$ cat config.mk
export PLATFORM = sky130hd
export DESIGN_NAME = two_door_airlock_sequencer
export DESIGN_NICKNAME = d
export VERILOG_FILES = /design/src/hdl/tdas_pkg.sv /design/src/hdl/tdas_cfg.sv /design/src/hdl/tdas_core.sv /design/src/hdl/two_door_airlock_sequencer.sv
export SDC_FILE = /design/constraint.sdc
export NUM_CORES = 2
export LEC_CHECK = 0
export BUFFER_PORTS_ARGS = -buffer_cell sky130_fd_sc_hd__clkbuf_2
export CAP_MARGIN = 15
export CELL_PAD_IN_SITES_DETAIL_PLACEMENT = 2
export CELL_PAD_IN_SITES_GLOBAL_PLACEMENT = 2
export CORE_AREA = 8 8 362 294
export DETAILED_ROUTE_END_ITERATION = 12
export DIE_AREA = 0 0 370 302
export HOLD_SLACK_MARGIN = 0.12
export PLACE_DENSITY = 0.81
export SETUP_SLACK_MARGIN = 0.1
export SLEW_MARGIN = 20
export SYNTH_ARGS = -nofsm -noshare
export SYNTH_HDL_FRONTEND = slang
export SYNTH_SLANG_ARGS = --single-unit
$ cat constraint.sdc
create_clock -name aclk -period 8.85 [get_ports aclk]
set_input_delay 0.885 -clock aclk [delete_from_list [all_inputs] [get_ports aclk]]
set_output_delay 0.885 -clock aclk [all_outputs]
set_load 0.005 [all_outputs]
$ cat src/hdl/tdas_pkg.sv
// Shared types and constants for the two-door airlock sequencer.
// Used by tdas_cfg, tdas_core and the top level; no dependencies.
package tdas_pkg;

    localparam int TIME_BITS = 32;
    localparam int ADDR_BITS = 5;
    localparam int PULSE_MS  = 10;

    typedef logic [TIME_BITS-1:0] stamp_t;

    typedef enum logic [3:0] {
        PH_IDLE         = 4'd0,
        PH_FIRE_SEND    = 4'd1,
        PH_FIRE_HOLD    = 4'd2,
        PH_FIRE_EXIT    = 4'd3,
        PH_OPEN1_SEND   = 4'd4,
        PH_OPEN1_WAIT   = 4'd5,
        PH_WAIT_PERSON  = 4'd6,
        PH_CLOSE1_SEND  = 4'd7,
        PH_SWITCH_DELAY = 4'd8,
        PH_OPEN2_SEND   = 4'd9,
        PH_OPEN2_WAIT   = 4'd10,
        PH_HOLD2        = 4'd11,
        PH_CLOSE2_SEND  = 4'd12
    } phase_t;

    localparam logic [1:0] CMD_OPEN_FIRST  = 2'd0;
    localparam logic [1:0] CMD_OPEN_SECOND = 2'd1;
    localparam logic [1:0] CMD_CLOSE       = 2'd2;

    localparam logic DOOR_A = 1'b0;
    localparam logic DOOR_B = 1'b1;

    localparam logic [15:0] MASK_FIRST_OPEN  = 16'h0002;
    localparam logic [15:0] MASK_SECOND_OPEN = 16'h0001;

    localparam int LN_RED_A   = 0;
    localparam int LN_GREEN_A = 1;
    localparam int LN_STAT_A  = 2;
    localparam int LN_RED_B   = 3;
    localparam int LN_GREEN_B = 4;
    localparam int LN_STAT_B  = 5;
    localparam int LN_ENTER   = 6;
    localparam int LN_LEAVE   = 7;
    localparam int LN_PASS    = 8;

    localparam int OPT_SKIP_CONFIRM = 1;
    localparam int OPT_WAIT_EMPTY   = 2;
    localparam int OPT_MAX_HOLD     = 3;
    localparam int OPT_AUTO         = 4;
    localparam int OPT_TEST         = 5;
    localparam int OPT_FIRE_INVERT  = 6;

    localparam logic [2:0] REG_OPEN_CONFIRM = 3'd0;
    localparam logic [2:0] REG_PERSON_WAIT  = 3'd1;
    localparam logic [2:0] REG_SWITCH_DELAY = 3'd2;
    localparam logic [2:0] REG_CLOSE_DELAY  = 3'd3;
    localparam logic [2:0] REG_MAX_HOLD     = 3'd4;
    localparam logic [2:0] REG_OPTIONS      = 3'd5;

    typedef struct packed {
        logic [15:0] open_confirm_timeout;
        logic [15:0] person_wait_timeout;
        logic [15:0] switch_delay;
        logic [15:0] second_close_delay;
        logic [15:0] second_max_hold;
        logic [6:0]  option_flags;
    } cfg_t;

    typedef struct packed {
        logic        request_a;
        logic        request_b;
        logic        fire_raw;
        logic [15:0] door_a_status;
        logic [15:0] door_b_status;
        logic        people_valid;
        logic [7:0]  people_count;
        logic        bus_ready;
    } in_item_t;

    typedef struct packed {
        logic        command_valid;
        logic        command_door;
        logic [1:0]  command_code;
        logic [8:0]  output_lines;
        logic [3:0]  phase_now;
    } out_item_t;

    typedef struct packed {
        phase_t     phase;
        stamp_t     tick_now;
        stamp_t     phase_start;
        logic       first_door;
        logic       other_door;
        logic       open_second_pending;
        logic [2:0] fire_step;
        logic [1:0] prev_requests;
        logic       saw_people;
        stamp_t     open_time;
        stamp_t     empty_time;
        stamp_t     open_due;
        stamp_t     enter_end;
        stamp_t     pass_end;
        logic       open_ok;
        logic       empty_ok;
        logic       due_ok;
        logic       enter_ok;
        logic       pass_ok;
        logic [8:0] lines;
    } state_t;

endpackage

$ cat src/hdl/tdas_cfg.sv
// APB register file for the airlock sequencer timing and option registers.
// Depends on tdas_pkg.
module tdas_cfg (
    input  logic                          aclk,
    input  logic                          aresetn,
    input  logic                          psel,
    input  logic                          penable,
    input  logic                          pwrite,
    input  logic [tdas_pkg::ADDR_BITS-1:0] paddr,
    input  logic [31:0]                   pwdata,
    output logic [31:0]                   prdata,
    output logic                          pready,
    output tdas_pkg::cfg_t                cfg
);

    tdas_pkg::cfg_t cfg_reg;
    logic           wr_en;
    logic [2:0]     reg_index;

    assign pready    = 1'b1;
    assign wr_en     = psel && penable && pwrite && pready;
    assign reg_index = paddr[tdas_pkg::ADDR_BITS-1:2];
    assign cfg       = cfg_reg;

    always_ff @(posedge aclk) begin
        if (!aresetn) begin
            cfg_reg.open_confirm_timeout <= 16'd5000;
            cfg_reg.person_wait_timeout  <= 16'd15000;
            cfg_reg.switch_delay         <= 16'd1500;
            cfg_reg.second_close_delay   <= 16'd100;
            cfg_reg.second_max_hold      <= 16'd5000;
            cfg_reg.option_flags         <= 7'd16;
        end else if (wr_en) begin
            case (reg_index)
                tdas_pkg::REG_OPEN_CONFIRM: cfg_reg.open_confirm_timeout <= pwdata[15:0];
                tdas_pkg::REG_PERSON_WAIT:  cfg_reg.person_wait_timeout  <= pwdata[15:0];
                tdas_pkg::REG_SWITCH_DELAY: cfg_reg.switch_delay         <= pwdata[15:0];
                tdas_pkg::REG_CLOSE_DELAY:  cfg_reg.second_close_delay   <= pwdata[15:0];
                tdas_pkg::REG_MAX_HOLD:     cfg_reg.second_max_hold      <= pwdata[15:0];
                tdas_pkg::REG_OPTIONS:      cfg_reg.option_flags         <= pwdata[6:0];
                default: ;
            endcase
        end
    end

    always_comb begin
        case (reg_index)
            tdas_pkg::REG_OPEN_CONFIRM: prdata = {16'd0, cfg_reg.open_confirm_timeout};
            tdas_pkg::REG_PERSON_WAIT:  prdata = {16'd0, cfg_reg.person_wait_timeout};
            tdas_pkg::REG_SWITCH_DELAY: prdata = {16'd0, cfg_reg.switch_delay};
            tdas_pkg::REG_CLOSE_DELAY:  prdata = {16'd0, cfg_reg.second_close_delay};
            tdas_pkg::REG_MAX_HOLD:     prdata = {16'd0, cfg_reg.second_max_hold};
            tdas_pkg::REG_OPTIONS:      prdata = {25'd0, cfg_reg.option_flags};
            default:                    prdata = 32'd0;
        endcase
    end

endmodule

$ cat src/hdl/tdas_core.sv
// Airlock sequence state and per-tick update: timers, phase logic, door commands.
// Depends on tdas_pkg; driven one tick at a time by the top level.
module tdas_core (
    input  logic                aclk,
    input  logic                aresetn,
    input  logic                step_en,
    input  tdas_pkg::in_item_t  item,
    input  tdas_pkg::cfg_t      cfg,
    output tdas_pkg::out_item_t result
);

    localparam int TB = tdas_pkg::TIME_BITS;

    tdas_pkg::state_t state_reg;
    tdas_pkg::state_t state_mid;
    tdas_pkg::state_t state_next;

    tdas_pkg::stamp_t now;
    logic             act;
    logic             fire;
    logic             req_a;
    logic             req_b;
    logic             ppos;
    logic             pzero;
    logic             skip;
    logic             wait_empty;
    logic             max_hold;
    logic             cmd_valid;
    logic             cmd_door;
    logic [1:0]       cmd_code;

    function automatic tdas_pkg::stamp_t since(input tdas_pkg::stamp_t a,
                                               input tdas_pkg::stamp_t b);
        return a - b;
    endfunction

    function automatic logic reached(input tdas_pkg::stamp_t a, input tdas_pkg::stamp_t b);
        tdas_pkg::stamp_t d;
        d = a - b;
        return !d[TB-1];
    endfunction

    function automatic logic [8:0] door_lamps(input logic [8:0] ln, input logic door,
                                              input logic open);
        logic [8:0] v;
        v = ln;
        if (door == tdas_pkg::DOOR_B) begin
            v[tdas_pkg::LN_RED_B]   = !open;
            v[tdas_pkg::LN_GREEN_B] = open;
            v[tdas_pkg::LN_STAT_B]  = open;
        end else begin
            v[tdas_pkg::LN_RED_A]   = !open;
            v[tdas_pkg::LN_GREEN_A] = open;
            v[tdas_pkg::LN_STAT_A]  = open;
        end
        return v;
    endfunction

    function automatic logic [8:0] clear_sounds(input logic [8:0] ln);
        logic [8:0] v;
        v = ln;
        v[tdas_pkg::LN_ENTER] = 1'b0;
        v[tdas_pkg::LN_PASS]  = 1'b0;
        v[tdas_pkg::LN_LEAVE] = 1'b0;
        return v;
    endfunction

    function automatic logic [8:0] all_closed(input logic [8:0] ln);
        return clear_sounds(door_lamps(door_lamps(ln, tdas_pkg::DOOR_A, 1'b0),
                                       tdas_pkg::DOOR_B, 1'b0));
    endfunction

    function automatic tdas_pkg::state_t reset_state();
        tdas_pkg::state_t s;
        s            = '0;
        s.phase      = tdas_pkg::PH_IDLE;
        s.other_door = tdas_pkg::DOOR_B;
        return s;
    endfunction

    assign now        = state_reg.tick_now + TB'(1);
    assign act        = cfg.option_flags[tdas_pkg::OPT_AUTO] && !cfg.option_flags[tdas_pkg::OPT_TEST];
    assign fire       = item.fire_raw ^ cfg.option_flags[tdas_pkg::OPT_FIRE_INVERT];
    assign req_a      = item.request_a && act;
    assign req_b      = item.request_b && act;
    assign ppos       = item.people_valid && (item.people_count != 8'd0) && !item.people_count[7];
    assign pzero      = item.people_valid && (item.people_count == 8'd0);
    assign skip       = cfg.option_flags[tdas_pkg::OPT_SKIP_CONFIRM];
    assign wait_empty = cfg.option_flags[tdas_pkg::OPT_WAIT_EMPTY];
    assign max_hold   = cfg.option_flags[tdas_pkg::OPT_MAX_HOLD];

    always_comb begin : pre_bus
        tdas_pkg::state_t s;
        logic             rise_a;
        logic             rise_b;
        logic [15:0]      st_first;
        logic [15:0]      st_other;
        s      = state_reg;
        rise_a = req_a && !state_reg.prev_requests[0];
        rise_b = req_b && !state_reg.prev_requests[1];
        s.tick_now      = now;
        s.prev_requests = {req_b, req_a};

        if (s.enter_ok && reached(now, s.enter_end)) begin
            s.lines[tdas_pkg::LN_ENTER] = 1'b0;
            s.enter_ok = 1'b0;
        end
        if (s.pass_ok && reached(now, s.pass_end)) begin
            s.lines[tdas_pkg::LN_PASS] = 1'b0;
            s.pass_ok = 1'b0;
        end

        if (!act && !fire) begin
            s.phase               = tdas_pkg::PH_IDLE;
            s.open_second_pending = 1'b0;
            s.fire_step           = 3'd0;
            s.due_ok              = 1'b0;
            s.open_ok             = 1'b0;
            s.empty_ok            = 1'b0;
            s.saw_people          = 1'b0;
        end
        if (fire) begin
            if (s.phase != tdas_pkg::PH_FIRE_SEND && s.phase != tdas_pkg::PH_FIRE_HOLD) begin
                s.phase       = tdas_pkg::PH_FIRE_SEND;
                s.fire_step   = 3'd0;
                s.phase_start = now;
            end
        end else if (s.phase == tdas_pkg::PH_FIRE_HOLD) begin
            s.phase       = tdas_pkg::PH_FIRE_EXIT;
            s.fire_step   = 3'd0;
            s.phase_start = now;
        end

        st_first = s.first_door ? item.door_b_status : item.door_a_status;
        st_other = s.other_door ? item.door_b_status : item.door_a_status;

        case (s.phase)
            tdas_pkg::PH_IDLE: begin
                if (act) s.lines = all_closed(s.lines);
                if (act && !fire && !(req_a && req_b) && !(rise_a && rise_b)) begin
                    if ((rise_a && !req_b) || (rise_b && !req_a)) begin
                        s.first_door  = !rise_a;
                        s.other_door  = rise_a;
                        s.phase       = tdas_pkg::PH_OPEN1_SEND;
                        s.phase_start = now;
                    end
                end
            end
            tdas_pkg::PH_OPEN1_WAIT: begin
                if (skip || ((st_first & tdas_pkg::MASK_FIRST_OPEN) != 16'd0)) begin
                    s.phase       = tdas_pkg::PH_WAIT_PERSON;
                    s.phase_start = now;
                end else if (since(now, s.phase_start) >= TB'(cfg.open_confirm_timeout)) begin
                    s.open_second_pending = 1'b0;
                    s.phase               = tdas_pkg::PH_CLOSE1_SEND;
                end
            end
            tdas_pkg::PH_WAIT_PERSON: begin
                if (ppos) begin
                    s.other_door             = !s.first_door;
                    s.lines[tdas_pkg::LN_PASS] = 1'b1;
                    s.pass_end               = now + TB'(tdas_pkg::PULSE_MS);
                    s.pass_ok                = 1'b1;
                    s.open_second_pending    = 1'b1;
                    s.open_due               = now + TB'(cfg.switch_delay);
                    s.due_ok                 = 1'b1;
                    s.phase                  = tdas_pkg::PH_CLOSE1_SEND;
                    s.phase_start            = now;
                end
                if (s.phase == tdas_pkg::PH_WAIT_PERSON &&
                    since(now, s.phase_start) >= TB'(cfg.person_wait_timeout)) begin
                    s.open_second_pending = 1'b0;
                    s.phase               = tdas_pkg::PH_CLOSE1_SEND;
                end
            end
            tdas_pkg::PH_OPEN2_WAIT: begin
                if (skip || ((st_other & tdas_pkg::MASK_SECOND_OPEN) != 16'd0) ||
                    since(now, s.phase_start) >= TB'(cfg.open_confirm_timeout)) begin
                    s.phase       = tdas_pkg::PH_HOLD2;
                    s.phase_start = now;
                    s.open_time   = now;
                    s.open_ok     = 1'b1;
                    s.empty_ok    = 1'b0;
                    s.saw_people  = 1'b0;
                end
            end
            tdas_pkg::PH_HOLD2: begin
                if (ppos) begin
                    s.saw_people = 1'b1;
                    s.empty_ok   = 1'b0;
                end else if (pzero) begin
                    if (!wait_empty) begin
                        if (s.open_ok &&
                            since(now, s.open_time) >= TB'(cfg.second_close_delay))
                            s.phase = tdas_pkg::PH_CLOSE2_SEND;
                    end else if (s.saw_people) begin
                        if (!s.empty_ok) begin
                            s.empty_time = now;
                            s.empty_ok   = 1'b1;
                        end
                        if (since(now, s.empty_time) >= TB'(cfg.second_close_delay))
                            s.phase = tdas_pkg::PH_CLOSE2_SEND;
                    end
                end
                if (s.phase == tdas_pkg::PH_HOLD2 && max_hold && s.open_ok &&
                    since(now, s.open_time) >= TB'(cfg.second_max_hold))
                    s.phase = tdas_pkg::PH_CLOSE2_SEND;
            end
            default: ;
        endcase
        state_mid = s;
    end

    always_comb begin : bus_stage
        tdas_pkg::state_t s;
        s         = state_mid;
        cmd_valid = 1'b0;
        cmd_door  = tdas_pkg::DOOR_A;
        cmd_code  = tdas_pkg::CMD_OPEN_FIRST;
        if (item.bus_ready) begin
            if (s.phase == tdas_pkg::PH_SWITCH_DELAY && s.due_ok && reached(now, s.open_due)) begin
                s.due_ok = 1'b0;
                s.phase  = tdas_pkg::PH_OPEN2_SEND;
            end
            case (s.phase)
                tdas_pkg::PH_FIRE_SEND: begin
                    if (s.fire_step < 3'd4) begin
                        cmd_valid = 1'b1;
                        cmd_door  = s.fire_step[1];
                        cmd_code  = s.fire_step[0] ? tdas_pkg::CMD_OPEN_SECOND
                                                   : tdas_pkg::CMD_OPEN_FIRST;
                        s.lines   = clear_sounds(door_lamps(door_lamps(s.lines,
                                        tdas_pkg::DOOR_A, 1'b1), tdas_pkg::DOOR_B, 1'b1));
                        s.fire_step = s.fire_step + 3'd1;
                        if (s.fire_step >= 3'd4) s.phase = tdas_pkg::PH_FIRE_HOLD;
                    end
                end
                tdas_pkg::PH_FIRE_EXIT: begin
                    if (s.fire_step < 3'd2) begin
                        cmd_valid   = 1'b1;
                        cmd_door    = s.fire_step[0];
                        cmd_code    = tdas_pkg::CMD_CLOSE;
                        s.fire_step = s.fire_step + 3'd1;
                        if (s.fire_step >= 3'd2) s.phase = tdas_pkg::PH_IDLE;
                        s.lines = all_closed(s.lines);
                    end
                end
                tdas_pkg::PH_OPEN1_SEND: begin
                    cmd_valid     = 1'b1;
                    cmd_door      = s.first_door;
                    cmd_code      = tdas_pkg::CMD_OPEN_FIRST;
                    s.phase       = tdas_pkg::PH_OPEN1_WAIT;
                    s.phase_start = now;
                    if (act) begin
                        s.lines[tdas_pkg::LN_LEAVE] = 1'b0;
                        s.lines[tdas_pkg::LN_PASS]  = 1'b0;
                        s.lines[tdas_pkg::LN_ENTER] = 1'b1;
                        s.enter_end = now + TB'(tdas_pkg::PULSE_MS);
                        s.enter_ok  = 1'b1;
                        s.lines = door_lamps(door_lamps(s.lines, s.first_door, 1'b1),
                                             !s.first_door, 1'b0);
                    end
                end
                tdas_pkg::PH_CLOSE1_SEND: begin
                    cmd_valid = 1'b1;
                    cmd_door  = s.first_door;
                    cmd_code  = tdas_pkg::CMD_CLOSE;
                    if (act) s.lines = door_lamps(s.lines, s.first_door, 1'b0);
                    s.phase = s.open_second_pending ? tdas_pkg::PH_SWITCH_DELAY
                                                    : tdas_pkg::PH_IDLE;
                    s.open_second_pending = 1'b0;
                    s.phase_start         = now;
                end
                tdas_pkg::PH_OPEN2_SEND: begin
                    cmd_valid     = 1'b1;
                    cmd_door      = s.other_door;
                    cmd_code      = tdas_pkg::CMD_OPEN_SECOND;
                    s.saw_people  = 1'b0;
                    s.open_ok     = 1'b0;
                    s.empty_ok    = 1'b0;
                    s.phase       = tdas_pkg::PH_OPEN2_WAIT;
                    s.phase_start = now;
                    if (act) begin
                        s.lines[tdas_pkg::LN_ENTER] = 1'b0;
                        s.lines = door_lamps(s.lines, s.other_door, 1'b1);
                    end
                end
                tdas_pkg::PH_CLOSE2_SEND: begin
                    cmd_valid = 1'b1;
                    cmd_door  = s.other_door;
                    cmd_code  = tdas_pkg::CMD_CLOSE;
                    if (act) begin
                        s.lines[tdas_pkg::LN_PASS]  = 1'b0;
                        s.lines[tdas_pkg::LN_ENTER] = 1'b0;
                        s.lines = door_lamps(s.lines, s.other_door, 1'b0);
                    end
                    s.phase       = tdas_pkg::PH_IDLE;
                    s.phase_start = now;
                end
                default: ;
            endcase
        end
        state_next = s;
    end

    assign result.command_valid = cmd_valid;
    assign result.command_door  = cmd_door;
    assign result.command_code  = cmd_code;
    assign result.output_lines  = state_next.lines;
    assign result.phase_now     = state_next.phase;

    always_ff @(posedge aclk) begin
        if (!aresetn) begin
            state_reg <= reset_state();
        end else if (step_en) begin
            state_reg <= state_next;
        end
    end

endmodule

$ cat src/hdl/two_door_airlock_sequencer.sv
// Top level of the two-door airlock sequencer: stream ports, input and result
// registers. Depends on tdas_pkg, tdas_cfg and tdas_core.
//
// One transaction on the s_ side is one millisecond tick; each tick yields exactly
// one transaction on the m_ side with an optional door command, the latched lamp
// and sound lines and the phase after the tick. A tick is taken every clock cycle
// while m_ is not stalled; it is held in the input register, then the phase update
// writes the result register, which drives m_. Back pressure on m_ stalls the input
// once both registers are full. The user writes the registers over APB only while
// no tick is in flight; the block itself does not enforce this.
module two_door_airlock_sequencer (
    input  logic                           aclk,
    input  logic                           aresetn,
    // s_tdata, low bit up: request_a, request_b, fire_raw, door_a_status[16],
    // door_b_status[16], people_valid, people_count[8], bus_ready, zero fill
    input  logic                           s_tvalid,
    output logic                           s_tready,
    input  logic [47:0]                    s_tdata,
    // m_tdata, low bit up: command_valid, command_door, command_code[2],
    // output_lines[9], phase_now[4], zero fill
    output logic                           m_tvalid,
    input  logic                           m_tready,
    output logic [23:0]                    m_tdata,
    input  logic                           psel,
    input  logic                           penable,
    input  logic                           pwrite,
    input  logic [tdas_pkg::ADDR_BITS-1:0] paddr,
    input  logic [31:0]                    pwdata,
    output logic [31:0]                    prdata,
    output logic                           pready
);

    tdas_pkg::cfg_t      cfg;
    tdas_pkg::in_item_t  in_item_reg;
    tdas_pkg::out_item_t result;
    tdas_pkg::out_item_t out_item_reg;
    logic                in_valid_reg;
    logic                out_valid_reg;
    logic                out_free;
    logic                step_en;

    assign out_free = !out_valid_reg || m_tready;
    assign step_en  = in_valid_reg && out_free;
    assign s_tready = !in_valid_reg || out_free;
    assign m_tvalid = out_valid_reg;
    assign m_tdata  = {7'd0, out_item_reg.phase_now, out_item_reg.output_lines,
                       out_item_reg.command_code, out_item_reg.command_door,
                       out_item_reg.command_valid};

    tdas_cfg u_cfg (
        .aclk    (aclk),
        .aresetn (aresetn),
        .psel    (psel),
        .penable (penable),
        .pwrite  (pwrite),
        .paddr   (paddr),
        .pwdata  (pwdata),
        .prdata  (prdata),
        .pready  (pready),
        .cfg     (cfg)
    );

    tdas_core u_core (
        .aclk    (aclk),
        .aresetn (aresetn),
        .step_en (step_en),
        .item    (in_item_reg),
        .cfg     (cfg),
        .result  (result)
    );

    always_ff @(posedge aclk) begin
        if (!aresetn) begin
            in_valid_reg <= 1'b0;
        end else if (s_tvalid && s_tready) begin
            in_valid_reg <= 1'b1;
        end else if (step_en) begin
            in_valid_reg <= 1'b0;
        end
    end

    always_ff @(posedge aclk) begin
        if (s_tvalid && s_tready) begin
            in_item_reg.request_a     <= s_tdata[0];
            in_item_reg.request_b     <= s_tdata[1];
            in_item_reg.fire_raw      <= s_tdata[2];
            in_item_reg.door_a_status <= s_tdata[18:3];
            in_item_reg.door_b_status <= s_tdata[34:19];
            in_item_reg.people_valid  <= s_tdata[35];
            in_item_reg.people_count  <= s_tdata[43:36];
            in_item_reg.bus_ready     <= s_tdata[44];
        end
    end

    always_ff @(posedge aclk) begin
        if (!aresetn) begin
            out_valid_reg <= 1'b0;
        end else if (step_en) begin
            out_valid_reg <= 1'b1;
        end else if (m_tready) begin
            out_valid_reg <= 1'b0;
        end
    end

    always_ff @(posedge aclk) begin
        if (step_en) out_item_reg <= result;
    end

endmodule
# --- Word-level counts from Yosys, hierarchy flattened ---
# Cells that the tools add are included.
classes:
  n_addsub: 11
  n_mul: 0
  n_div: 0
  n_lt_le_gt_ge: 9
  eq_ne: 21
  shifts: 0
  mux: 128
  n_bitwise: 2
  n_reduce_logical: 73
op_table:
  columns: ["op", "n"]
  rows:
  - ["two-way mux 32 bit", 17]
  - ["subtractor 32 bit", 7]
  - [">= comparator 32 x 16 -> 1 bit", 5]
  - ["one-hot mux 32 bit (4 select lines)", 1]
  - ["two-way mux 4 bit", 31]
  - ["one-hot mux 16 bit (6 select lines)", 1]
  - ["two-way mux 34 bit", 2]
  - ["two-way mux 9 bit", 6]
  - ["one-hot mux 9 bit (6 select lines)", 1]
  - ["two-way mux 3 bit", 14]
  - ["two-way mux 33 bit", 1]
  - ["adder 32 x 1 -> 32 bit, second input constant", 1]
  - ["adder 32 x 16 -> 32 bit", 1]
  - ["adder 32 x 4 -> 32 bit, second input constant", 1]
  - ["two-way mux 1 bit", 32]
  - ["logical AND 1 bit", 30]
  - ["== test 4 bit, second input constant", 6]
  - ["one-hot mux 4 bit (6 select lines)", 1]
  - ["== test 4 x 3 -> 1 bit, second input constant", 5]
  - ["one-hot mux 4 bit (5 select lines)", 1]
  - ["zero test 1 bit", 17]
  - ["two-way mux 2 bit", 8]
  - ["AND reduction 2 bit", 6]
  - ["one-hot mux 1 bit (2 select lines)", 5]
  - ["other kinds (32)", 44]
totals:
  regBits: 374
  latch_bits: 0
  ramBits: 0
  rom_bits: 0
  inputBits: 92
  output_inout_bits: 59
  elab_cells: 285
  mem_count: 0

# --- Logic depth before layout (Yosys ltp) ---
depth:
  depth_word: 34
  depth_mapped: 45
  mapped_depth_nobuf: 37

# --- Modules after synthesis ---
# Synthesis repeated with hierarchy kept, for this count alone.
hier_totals:
  hier_cells: 4698
  hier_area_um2: 35725.5
modules_own_cells:
  columns: ["module", "n_inst", "cells_each", "area_per_inst_um2"]
  rows:
  - ["tdas_core", 1, 4177, 29558.3]
  - ["tdas_cfg", 1, 442, 4145.2]
  - ["two_door_airlock_sequencer", 1, 79, 2021.9]

# --- Least setup slack after synthesis ---
# No wires, ideal clock.
synth_path:
  kind: "reg2reg"
  startpoint: "register u_core.state_reg[249] (netlist bit)"
  endpoint: "register out_item_reg, in the netlist m_tdata[8], data pin"
  arrival_ns: 8.687
  path_slack_ns: -0.098
  path_stages_with_launch: 45
  cell_sequence: "dfxtp_1 nor4b_1 nand3_1 nand2_1 buf_2 buf_2 buf_1 buf_1 clkbuf_1 buf_1 clkbuf_1 nor2_1 a21oi_1 nor2_1 a21oi_1 ha_1 inv_1 fa_1 [9 not listed] ha_1 nor2b_1 o21ai_0 and4b_1 o221ai_1 a41oi_1 o311ai_0 a211o_1 nor4_1 o2111ai_1 a211oi_4 o21a_2 o211a_2 nor2_2 o31ai_4 buf_4 nor2_1 a221o_1"
synth_rtl:
  columns: ["element", "line_no", "rtl"]
  rows:
  - ["start, declared", "tdas_core.sv:14", "tdas_pkg::state_t state_reg;"]
  - ["start signal, assigned", "tdas_core.sv:314", "state_reg <= reset_state();"]
  - ["start signal, assigned", "tdas_core.sv:316", "state_reg <= state_next;"]
  - ["end signal, assigned", "two_door_airlock_sequencer.sv:106", "if (step_en) out_item_reg <= result;"]
  - ["end, declared", "two_door_airlock_sequencer.sv:36", "tdas_pkg::out_item_t out_item_reg;"]

# --- Final worst setup path ---
layout_path:
  startpoint: "register u_core.state_reg[216] (netlist bit)"
  endpoint: "register u_core.state_reg[200] (netlist bit)"
layout_between:
  elab_chain_cells: 30
layout_rtl:
  columns: ["element", "line_no", "rtl"]
  rows:
  - ["adder 32 x 1 -> 32 bit *", "tdas_core.sv:81", "assign now = state_reg.tick_now + TB'(1);"]
  - ["two-way mux 32 bit", "tdas_core.sv:197", "if (!s.empty_ok) begin"]
  - ["two-way mux 32 bit", "tdas_core.sv:196", "end else if (s.saw_people) begin"]
  - ["two-way mux 32 bit", "tdas_core.sv:192", "if (!wait_empty) begin"]
  - ["two-way mux 32 bit", "tdas_core.sv:191", "end else if (pzero) begin"]
  - ["two-way mux 32 bit", "tdas_core.sv:188", "if (ppos) begin"]
  - ["two-way mux 32 bit", "tdas_core.sv:137", "case (s.phase)"]
  - ["subtractor 32 bit", "tdas_core.sv:34", "return a - b;"]
  - ["[13 not listed]", null, null]
  - ["== test 4 bit", "tdas_core.sv:221", "if (s.phase == tdas_pkg::PH_SWITCH_DELAY && s.due_ok && reached(now, s.open_due)) begin"]
  - ["logical AND 1 bit (2 in a row)", "tdas_core.sv:221", null]
  - ["two-way mux 4 bit", "tdas_core.sv:221", null]
  - ["two-way mux 4 bit", "tdas_core.sv:220", "if (item.bus_ready) begin"]
  - ["== test 4 x 3 -> 1 bit / == test 4 bit (equally long branches)", "tdas_core.sv:225", "case (s.phase)"]
  - ["OR reduction 4 bit (no source line)", null, null]
  - ["two-way mux 32 bit", "tdas_core.sv:225", null]
  - ["two-way mux 32 bit *", "tdas_core.sv:220", null]
# Mark *: on every way between the ends. The rest lies on a longest branch, timed or not. The select of a mux whose other input is x is not followed.
# A chain may end at the register's enable or synchronous reset.

==> impl_metrics.toml <==
[global_route]
grt_pass1_wl_microns = 248000
grt_use_total = 0.284
grt_start_max_net_pins = 125
antenna_found_initial = 5
grt.overflow.total = 0
first_global_vias = 39600

[floorplan]
initial_utilization = 0.336
io_pins = 151
fp.dieH_microns = 302
die_w_microns = 370
floorplan.rows = 105
coreArea_sq_um = 101000
die-area_sq_um = 112000

[sta]
fin_crit_ns = 8.62
tightest_slew_ns = 1.13
maxSlewViolCount = 0
fin_crit_sh = 0.974
timing.fmax_mhz = 116
setup_violations = 0
finalSetupTns_ns = 0
whs_ns = 0.421
slew_headroom = 0.238
grt_setup_unrepaired = "false"
hold_viol = 0
skew_ns = 0.0397

[clock_tree]
clockBufferDepth = 3
clk_pin_slew_ns = 0.07
cts_buffers = 48
h-tree-depth = 2
clockRootBuffer = "clkbuf_16"
clkLatencyLatePin_ns = 0.65
cts_tree = "yes"
cts.sinks = 374

[worst_setup_path]
worstSetupStartpointType = "register"
critPathMaxFanout = 13
cp.arrival_ns = 9.12
required_ns = 9.35
crit-reg2reg-launch = "u_core.state_reg[216]"
timing.rr.end = "u_core.state_reg[200]"
worst_r2r_path_depth = 33
path_class = "reg2reg"
cp-end-kind = "register"
critPathSlowestCell = "xnor2_1"
cp_common_cell = "buf_4"
reg2reg_slack_ns = 0.23
startpoint = "u_core.state_reg[216]"
cpPeakStageDelay_ns = 0.53

[route]
wl_microns = 166000
wire_per_inst_microns = 27.7
detail-route-antenna-nets = 0
via_per_inst = 6.27
drcViolationCount = 0
drtIter0Drc = 3018
dr.pass1.iters = 5
num_vias = 37500

[outcome]
status = "completed"

[cells_and_area]
syn2layout_area_growth_pct = 12.9
layout_commonest_cell = "nand2_1"
fill_cells = 11800
drive_above_1_share = 0.105
fin_cells = 5985
largest_reg_flops = 219
multi_input_area_sq_um = 24300
seq_area_sq_um = 7830
layout_common_cells = "541 x nand2_1, 501 x nor2_1, 412 x a21oi_1"
nets = 4911

[yosys]
synth_cells = 4563
synthAdderAreaFrac = 0.0884
ys_types = 125
synthFlopType = "dfxtp_1"
mappedNetlistArea_sq_um = 33900
ys_seq_area_frac = 0.231
yosys_warnings = 0
synthXorXnorAreaFrac = 0.0798
yosys-mux-area-fraction = 0.0323
synth_top_family_by_area = "compound AO/OA/AOI/OAI gates"
synth_edf_count = 34
syn_area_per_cell_sq_um = 7.43
synthArstFlopShare = 0
yosys.area_share.simple = 0.236
synth_compound_area_frac = 0.266
ys_ff_latch = 374

[pwr]
cellLeakagePower_nw = 14.6
p_total_mw = 5.11
ir_worst_vdd_v = 0.000150
power.density_nw_per_um2 = 134

[placed_design]
port_buffers = 77
place_hpwl_microns = 125000
dp_cells = 5891
gp_congestion = 0.958

[run]
cap_violations = 0

[min_path]
holdPathEnd = "in_item_reg[4]"
holdPathStages = 1
hp-start = "s_tdata[39]"
min_path_type = "in2reg"
[worst max path at each step]
stage | cells after the start | end
final | 33 | u_core.state_reg[200]
after detailed placement | 35 | u_core.state_reg[247]
after floorplan | 44 | m_tdata[8]
after global routing | 39 | u_core.state_reg[203]
after global placement | 35 | m_tdata[9]
after CTS | 35 | u_core.state_reg[247]
[critical path, delay by kind of cell, from the launching register on]
| family | cells | cell delay (ns) |
|---|---|---|
| AOI/OAI and AO/OA | 10 | 2.68 |
| and+or+nand+nor | 11 | 2.12 |
| buffers and inverters | 6 | 1.22 |
| adders and majority gates | 3 | 1.07 |
| xor gates and xnor gates | 2 | 0.76 |
| DFF | 1 | 0.44 |
| muxes | 1 | 0.14 |
[where the power goes]
| part | internal [mW] | switching (mW) |
|---|---|---|
| sequential | 1.73 | 0.0193 |
| combinational | 0.456 | 0.791 |
| clock | 1.20 | 0.910 |
| total | 3.39 | 1.72 |
[kinds of logic (layout without fill, tap and decap cells)]
family	count (synthesis)	after routing
adders and majority gates	243	243
AOI/OAI and AO/OA	1357	1357
DFF	374	374
buffers and inverters	552	614
and+or+nand+nor	1700	1700
other	2	25
muxes	102	102
xor gates and xnor gates	233	233
[cells in the mapped netlist, types with 17 or more instances]
library cell / instances / area (sq um)
buf_4: 28 / 210
buf_2: 31 / 155
buf_1: 27 / 101
a41oi_1: 22 / 193
a21boi_0: 17 / 128
clkbuf_1: 199 / 747
a31oi_1: 44 / 275
mux2i_1: 88 / 881
o22ai_1: 41 / 257
nand2b_1: 35 / 219
edfxtp_1: 34 / 1020
o21ai_0: 228 / 1140
ha_1: 205 / 2560
nand4_1: 76 / 475
inv_1: 252 / 946
and2_1: 47 / 294
nand2_1: 546 / 2050
o221ai_1: 22 / 193
o31ai_1: 31 / 233
nor3_1: 86 / 430
or3_1: 28 / 175
nand3_1: 146 / 731
a211o_1: 23 / 201
xnor2_1: 147 / 1290
xor2_1: 37 / 324
maj3_1: 32 / 320
nor4_1: 38 / 238
a22oi_1: 19 / 143
nor2b_1: 40 / 250
a221oi_1: 20 / 175
dfxtp_1: 340 / 6810
xnor3_1: 46 / 1040
a21o_1: 65 / 488
a211oi_1: 94 / 706
o211ai_1: 77 / 578
o21a_1: 30 / 225
and3_1: 39 / 244
nor2_1: 507 / 1900
a21oi_1: 415 / 2080
[per-stage QoR]
| stage | setup WS, ns | util | cell area (sq um) |
|---|---|---|---|
| 2_1_floorplan | 0.127 | - | 34000 |
| 3_3_place_gp | 0.343 | 0.360 | 36300 |
| 3_5_place_dp | 0.0942 | 0.360 | 36300 |
| 4_1_cts | 0.102 | 0.376 | 37900 |
| 5_1_grt | 0.0429 | 0.379 | 38200 |
| 6_report | 0.233 | 0.379 | 38200 |
[layout make-up]
cell class | count | area share
well taps | 1337 | 0.0437
clock inverters | 21 | 0.00658
flip-flops and latches | 374 | 0.205
multi-input cells | 3659 | 0.635
diodes | 1 | 0.0000654
repair buffers | 261 | 0.0480
inverters | 265 | 0.0263
clock buffers | 67 | 0.0356
[what timing repair did]
action | CTS | global route
hold buffers | 0 | 0
pin swaps | 1 | 6
gates resized for setup | 5 | 45
gates cloned | 0 | 1
setup endpoints to repair | 42 | 129
buffers inserted | 0 | 4
[per-layer routing]
metal  up-vias  share of wire  track usage
met3       329          0.084       0.0575
met2      1442           0.43        0.446
met4         2          0.036       0.0937
li1      16600              -            -
met5         -       0.000066            0
met1     19100           0.45        0.387
No activity file was read; power rests on OpenSTA's default activity.
